[config.mk]
export PLATFORM = sky130hd
export DESIGN_NAME = sensor_message_deframer
export DESIGN_NICKNAME = d
export VERILOG_FILES = /design/src/rtl/core/smd_pkg.sv /design/src/rtl/core/sensor_message_deframer.sv /design/src/rtl/core/smd_parser.sv /design/src/rtl/core/smd_out_buf.sv
export SDC_FILE = /design/constraint.sdc
export NUM_CORES = 1
export LEC_CHECK = 0
export BUFFER_PORTS_ARGS = -buffer_cell sky130_fd_sc_hd__buf_2
export CAP_MARGIN = 20
export CORE_ASPECT_RATIO = 1.5
export CORE_MARGIN = 3
export CORE_UTILIZATION = 40
export DETAILED_ROUTE_END_ITERATION = 6
export GPL_TIMING_DRIVEN = 0
export PLACE_DENSITY = 0.59
export SKIP_LAST_GASP = 1
export SLEW_MARGIN = 20
export SYNTH_ARGS = -nofsm -noshare
export SYNTH_HDL_FRONTEND = slang
export SYNTH_SLANG_ARGS = --single-unit
[constraint.sdc]
create_clock -name clock -period 4.25 [get_ports clock]
set_clock_uncertainty 0.2 [all_clocks]
set_input_delay 0.85 -clock clock [delete_from_list [all_inputs] [get_ports clock]]
set_output_delay 0.85 -clock clock [all_outputs]
set_load 0.01 [all_outputs]
[src/rtl/core/smd_pkg.sv]
package smd_pkg;

   localparam logic [7:0] PREAMBLE_BYTE = 8'hFA;
   localparam logic [7:0] BUS_ID_BYTE   = 8'hFF;

   localparam logic [2:0] PH_IDLE = 3'd0;
   localparam logic [2:0] PH_BID  = 3'd1;
   localparam logic [2:0] PH_MID  = 3'd2;
   localparam logic [2:0] PH_LEN  = 3'd3;
   localparam logic [2:0] PH_DATA = 3'd4;
   localparam logic [2:0] PH_CS   = 3'd5;

   localparam logic [1:0] EV_NONE    = 2'd0;
   localparam logic [1:0] EV_PAYLOAD = 2'd1;
   localparam logic [1:0] EV_GOOD    = 2'd2;
   localparam logic [1:0] EV_BADSUM  = 2'd3;

   typedef struct packed {
      logic [7:0] payload_index;
      logic [7:0] payload_byte;
      logic [7:0] message_id;
      logic [1:0] event_kind;
   } smd_result_type;

endpackage

[src/rtl/core/sensor_message_deframer.sv]
// A result is registered in the output buffer, or in its skid stage while the output is stalled.
// Throughput: one byte per cycle while req_tready is high; the parser state updates on each accepted byte.
// A two-entry output buffer keeps req_tready high while one result waits.
// Reset is synchronous and active high: the parser returns to waiting for the
// preamble with sum, id, length and position cleared, and both buffers empty.
module sensor_message_deframer (
   input  logic        clock,
   input  logic        reset,
   input  logic        req_tvalid,
   output logic        req_tready,
   input  logic [7:0]  req_tdata,   // [7:0] rx_byte
   output logic        rsp_tvalid,
   input  logic        rsp_tready,
   output logic [23:0] rsp_tdata,   // [7:0] message_id, [15:8] payload_byte, [23:16] payload_index
   output logic [1:0]  rsp_tuser    // [1:0] event_kind
);

   logic                    byte_fire;
   smd_pkg::smd_result_type parse_result;
   smd_pkg::smd_result_type out_result;

   assign byte_fire = req_tvalid && req_tready;

   smd_parser u_parser (
      .clock     (clock),
      .reset     (reset),
      .byte_fire (byte_fire),
      .rx_byte   (req_tdata),
      .result    (parse_result)
   );

   smd_out_buf u_out_buf (
      .clock     (clock),
      .reset     (reset),
      .in_valid  (req_tvalid),
      .in_ready  (req_tready),
      .in_data   (parse_result),
      .out_valid (rsp_tvalid),
      .out_ready (rsp_tready),
      .out_data  (out_result)
   );

   assign rsp_tdata = {out_result.payload_index, out_result.payload_byte,
                       out_result.message_id};
   assign rsp_tuser = out_result.event_kind;

endmodule

[src/rtl/core/smd_parser.sv]
module smd_parser (
   input  logic                   clock,
   input  logic                   reset,
   input  logic                   byte_fire,
   input  logic [7:0]             rx_byte,
   output smd_pkg::smd_result_type result
);

   logic [2:0] phase_ff, phase_in;
   logic [7:0] sum_ff, sum_in;
   logic [7:0] id_ff, id_in;
   logic [7:0] len_ff, len_in;
   logic [7:0] pos_ff, pos_in;
   logic [7:0] sum_add;

   assign sum_add = sum_ff + rx_byte;

   always_comb begin
      phase_in = phase_ff;
      sum_in   = sum_ff;
      id_in    = id_ff;
      len_in   = len_ff;
      pos_in   = pos_ff;
      result.event_kind    = smd_pkg::EV_NONE;
      result.message_id    = 8'd0;
      result.payload_byte  = 8'd0;
      result.payload_index = 8'd0;
      case (phase_ff)
         smd_pkg::PH_IDLE: begin
            if (rx_byte == smd_pkg::PREAMBLE_BYTE) begin
               phase_in = smd_pkg::PH_BID;
               sum_in   = 8'd0;
               len_in   = 8'd0;
               pos_in   = 8'd0;
            end
         end
         smd_pkg::PH_BID: begin
            // Anything but the bus id byte is dropped without touching the sum.
            if (rx_byte == smd_pkg::BUS_ID_BYTE) begin
               sum_in   = sum_add;
               phase_in = smd_pkg::PH_MID;
            end
         end
         smd_pkg::PH_MID: begin
            sum_in   = sum_add;
            id_in    = rx_byte;
            phase_in = smd_pkg::PH_LEN;
         end
         smd_pkg::PH_LEN: begin
            sum_in   = sum_add;
            len_in   = rx_byte;
            phase_in = (rx_byte != 8'd0) ? smd_pkg::PH_DATA : smd_pkg::PH_CS;
         end
         smd_pkg::PH_DATA: begin
            sum_in = sum_add;
            pos_in = pos_ff + 8'd1;
            result.event_kind    = smd_pkg::EV_PAYLOAD;
            result.message_id    = id_ff;
            result.payload_byte  = rx_byte;
            result.payload_index = pos_ff;
            if (pos_in == len_ff) begin
               phase_in = smd_pkg::PH_CS;
            end
         end
         smd_pkg::PH_CS: begin
            sum_in   = sum_add;
            phase_in = smd_pkg::PH_IDLE;
            result.event_kind = (sum_add == 8'd0) ? smd_pkg::EV_GOOD : smd_pkg::EV_BADSUM;
            result.message_id = id_ff;
         end
         default: begin
            phase_in = smd_pkg::PH_IDLE;
         end
      endcase
   end

   always_ff @(posedge clock) begin
      if (reset) begin
         phase_ff <= smd_pkg::PH_IDLE;
         sum_ff   <= 8'd0;
         id_ff    <= 8'd0;
         len_ff   <= 8'd0;
         pos_ff   <= 8'd0;
      end else if (byte_fire) begin
         phase_ff <= phase_in;
         sum_ff   <= sum_in;
         id_ff    <= id_in;
         len_ff   <= len_in;
         pos_ff   <= pos_in;
      end
   end

endmodule

[src/rtl/core/smd_out_buf.sv]
module smd_out_buf (
   input  logic                    clock,
   input  logic                    reset,
   input  logic                    in_valid,
   output logic                    in_ready,
   input  smd_pkg::smd_result_type in_data,
   output logic                    out_valid,
   input  logic                    out_ready,
   output smd_pkg::smd_result_type out_data
);

   logic                    out_valid_ff;
   logic                    skid_valid_ff;
   smd_pkg::smd_result_type out_data_ff;
   smd_pkg::smd_result_type skid_data_ff;
   logic                    in_fire;

   assign in_ready  = !skid_valid_ff;
   assign in_fire   = in_valid && in_ready;
   assign out_valid = out_valid_ff;
   assign out_data  = out_data_ff;

   // A transaction that arrives while the output is stalled parks in the skid stage.
   always_ff @(posedge clock) begin
      if (reset) begin
         out_valid_ff  <= 1'b0;
         skid_valid_ff <= 1'b0;
      end else if (skid_valid_ff) begin
         if (out_ready) begin
            out_data_ff   <= skid_data_ff;
            skid_valid_ff <= 1'b0;
         end
      end else if (in_fire) begin
         if (!out_valid_ff || out_ready) begin
            out_data_ff  <= in_data;
            out_valid_ff <= 1'b1;
         end else begin
            skid_data_ff  <= in_data;
            skid_valid_ff <= 1'b1;
         end
      end else if (out_ready) begin
         out_valid_ff <= 1'b0;
      end
   end

endmodule

==> impl_metrics.toml <==
[global_route]
grt_most_used_layer = "met2"
grt_overflow_total = 0
grt_use_met2 = 0.2761
grt_antenna_before_repair = 0
grt_pass1_vias = 3011
global_route.usage.met3 = 0.03697
track_usage = 0.1634
grt_max_degree = 28
wire_length_of_the_first_global_routing_pass_um = 15610
grtUsageMet1 = 0.2015

[synth]
mappedNetlistNets = 417
postSynth.asyncResetShare = 0
synth.cell_area_um2 = 4294
synth-edff-count = 52
netlist.top_cell.by_area = "sky130_fd_sc_hd__edfxtp_1"
yosys_register_bits = 89
yosysSeqAreaShare = 0.5361
avgSynthCellArea_um2 = 10.84
count_of_distinct_cell_types_in_the_synthesized_netlist = 54
synthCells = 396
yosys_most_used_dff = "sky130_fd_sc_hd__edfxtp_1"
netlist.area_leader.share = 0.3636
synth_top_cells_by_area = "sky130_fd_sc_hd__edfxtp_1, sky130_fd_sc_hd__dfxtp_1, sky130_fd_sc_hd__mux2_2"
count_of_yosys_warnings_during_synthesis = 0

[pwr]
power.leakage_nw = 1.886
powerDensity_nw_per_um2 = 354.7
power.ir.vdd_worst_mv = 0.1939

[setup_path]
critical_path.slowest_cell = "sky130_fd_sc_hd__fa_1"
crit_buf_inv = 1
worst-path-max-fanout = 8
ff2ff_setup_slack_ps = 1580
cp.required_ps = 4120
path_cells = "buf_2 -> ha_1 -> fa_1 -> a211oi_1 -> o21bai_1 -> a21oi_1 -> xnor2_1 -> nor4_1 -> o41ai_1"
setup.worst_path.end_class = "flop"
slowest_delay_ps = 420
ff2ff_path_depth = 8
critical_path.top_delay_family = "compound AO/OA/AOI/OAI gates"
worst-setup-path-type = "in -> reg"
worstSetupStartpointType = "input port"
worstPathArrival_ps = 2940
r2r_start = "u_parser.sum_ff[0]"
worst_r2r_endpoint = "u_out_buf.out_data[0]"

[timing]
finalHoldViolations = 0
finalCriticalPeriod_ps = 3064
slew_headroom = 0.5572
setup_viol = 0
grt_setup_unrepaired = "false"
setup_slack_ps = 1186
number_of_pins_exceeding_their_max_slew_limit_in_the_final_report = 0
min_period_over_period = 0.7210
worst_slew_pin_slew_ps = 664.2
setup_tns_ps = 0
max_freq_mhz = 326.3

[worst_hold_path]
hold_path_startpoint = "u_parser.sum_ff[2]"
holdPathStages = 2
whs_endpoint = "u_parser.sum_ff[2]"
hp-class = "reg -> reg"

[floorplan]
fp.coreArea_um2 = 10300
dieWidth_um = 90.60
core.rowCount = 45
ioPinCount = 40
initial_core_util = 0.4168
die_area_um2 = 12040
die_h_um = 132.9

[clock_network]
cts.clk_slew.worst_paths_ps = 70
setup_buffers_after_cts = 0
cts_root_buffer = "sky130_fd_sc_hd__clkbuf_16"
cts-resized-gates = 0
tritoncts.num_buffers = 9
ctsHtreeMaxLevel = 3
clk_path_buf_depth = 2
postCtsHoldBufs = 0
numClockSinks = 89
clk_latency_ps = 340
tritoncts = "built"

[route]
vias = 3119
drt-total-wl_um = 9495
post-route-drc-count = 0
drt_pre_antenna_iters = 5
drt-vias-per-instance = 5.269
initialDrtViolationCount = 168
ant_nets = 0
routed_wire_length_per_instance_um = 16.04

[flow_run]
drv_cap = 0

[layout]
finished_layout_cells = 592
layout.nets = 467
final_design_area_no_fill_um2 = 4957
number_of_diodes = 0
fillCellCount = 971
flow.area_growth_from_synthesis_pct = 15.44
drive_above_1_share = 0.2284

[placed_design]
placement.cell_area_um2 = 4667
portBuffers = 39
finalWeightedCongestion = 0.8205
placedCellCount = 576
detailed_place_hpwl_um = 6718
dp_worst_setup_slack_ps = 854.4

[status]
status = "complete, no violations"
flip-flops by register name, summed over array words and instances, names as in the netlist:
register / count
u_out_buf.out_valid: 1
u_parser.len_ff: 8
u_parser.phase_ff: 3
u_parser.id_ff: 8
u_out_buf.skid_valid_ff: 1
u_parser.sum_ff: 8
u_out_buf.skid_data_ff: 26
u_parser.pos_ff: 8
u_out_buf.out_data: 26
routing by layer:
layer  up-vias  wire length [µm]
li1       1561                 -
met1      1470              4130
met2        72              4740
met3        16               398
met4         0               226
met5         -                 0
cells by family after synthesis:
family	count (synthesis)	share of synthesized area
simple gates	139	0.1687
xor+xnor	15	0.03059
flops	89	0.5361
mux	34	0.08770
fa+ha+maj	10	0.03030
compound gates	74	0.1101
buf+inv	35	0.03642
cell usage after synthesis, drive strengths merged (12+ instances only):
library cell / number
dfxtp: 37
nand2: 22
nor2: 38
and3: 18
edfxtp: 52
mux2: 26
buf: 13
a21oi: 27
clkbuf: 16
nand3: 12
o21ai: 16
where the power goes:
group	leakage (nW)	internal, mW	switching, mW
logic	0.942	0.0248	0.0530
registers	0.804	0.921	0.00325
clock network	0.140	0.419	0.337
total	1.89	1.37	0.393
worst max path at each step:
stage / endpoint / cells after the start / from / slack [ps]
finish: u_out_buf.out_data[0] / 9 / req_tdata[0] / 1190
global route: u_out_buf.out_data[0] / 9 / req_tdata[0] / 1070
CTS: u_out_buf.out_data[0] / 9 / req_tdata[0] / 1200
detailed placement: u_out_buf.out_data[0] / 9 / req_tdata[0] / 850
global placement: u_out_buf.out_data[0] / 9 / req_tdata[0] / 830
floorplan: u_out_buf.out_data[0] / 8 / req_tdata[0] / 1280
stage by stage:
| step | hold slack [ps] | power (mW) | util |
|---|---|---|---|
| 5_1_grt | 284.8 | 1.823 | 0.4811 |
| 6_report | 266.1 | 1.759 | 0.4811 |
| 2_1_floorplan | 235.6 | 0.9835 | - |
| 3_3_place_gp | 249.4 | 1.021 | 0.4528 |
| 4_1_cts | 271.5 | 1.776 | 0.4811 |
| 3_5_place_dp | 261.6 | 1.022 | 0.4529 |
cell usage in the layout (no fill, tap or decap), drive strengths merged, types with 6 or more instances in the layout:
cell type / synthesis / layout
and3: 18 / 18
nand2: 22 / 22
nand3: 12 / 12
inv: 6 / 8
and2: 10 / 10
ha: 8 / 8
clkbuf: 16 / 26
nor2: 38 / 38
mux2: 26 / 26
a22oi: 8 / 8
a31oi: 6 / 6
xnor2: 10 / 10
edfxtp: 52 / 52
mux2i: 8 / 8
o21ai: 16 / 16
a21oi: 27 / 27
nor3: 9 / 9
buf: 13 / 52
dfxtp: 37 / 37
worst min-delay path: stages, from the launching register on:
cell	delay, ps
sky130_fd_sc_hd__dfxtp_1	310
sky130_fd_sc_hd__nand2_1	50
sky130_fd_sc_hd__a21oi_1	50
cell type report:
class,instances,area [µm²],area share
Clock inverter,6,51.30,0.01035
Buffer,29,133.9,0.02701
Sequential cell,89,2302,0.4644
Timing Repair Buffer,39,195.2,0.03937
Clock buffer,10,239.0,0.04821
Multi-Input combinational cell,272,1837,0.3705
Tap cell,141,176.4,0.03559
Inverter,6,22.52,0.004543
No activity file was read; power rests on OpenSTA's default activity.
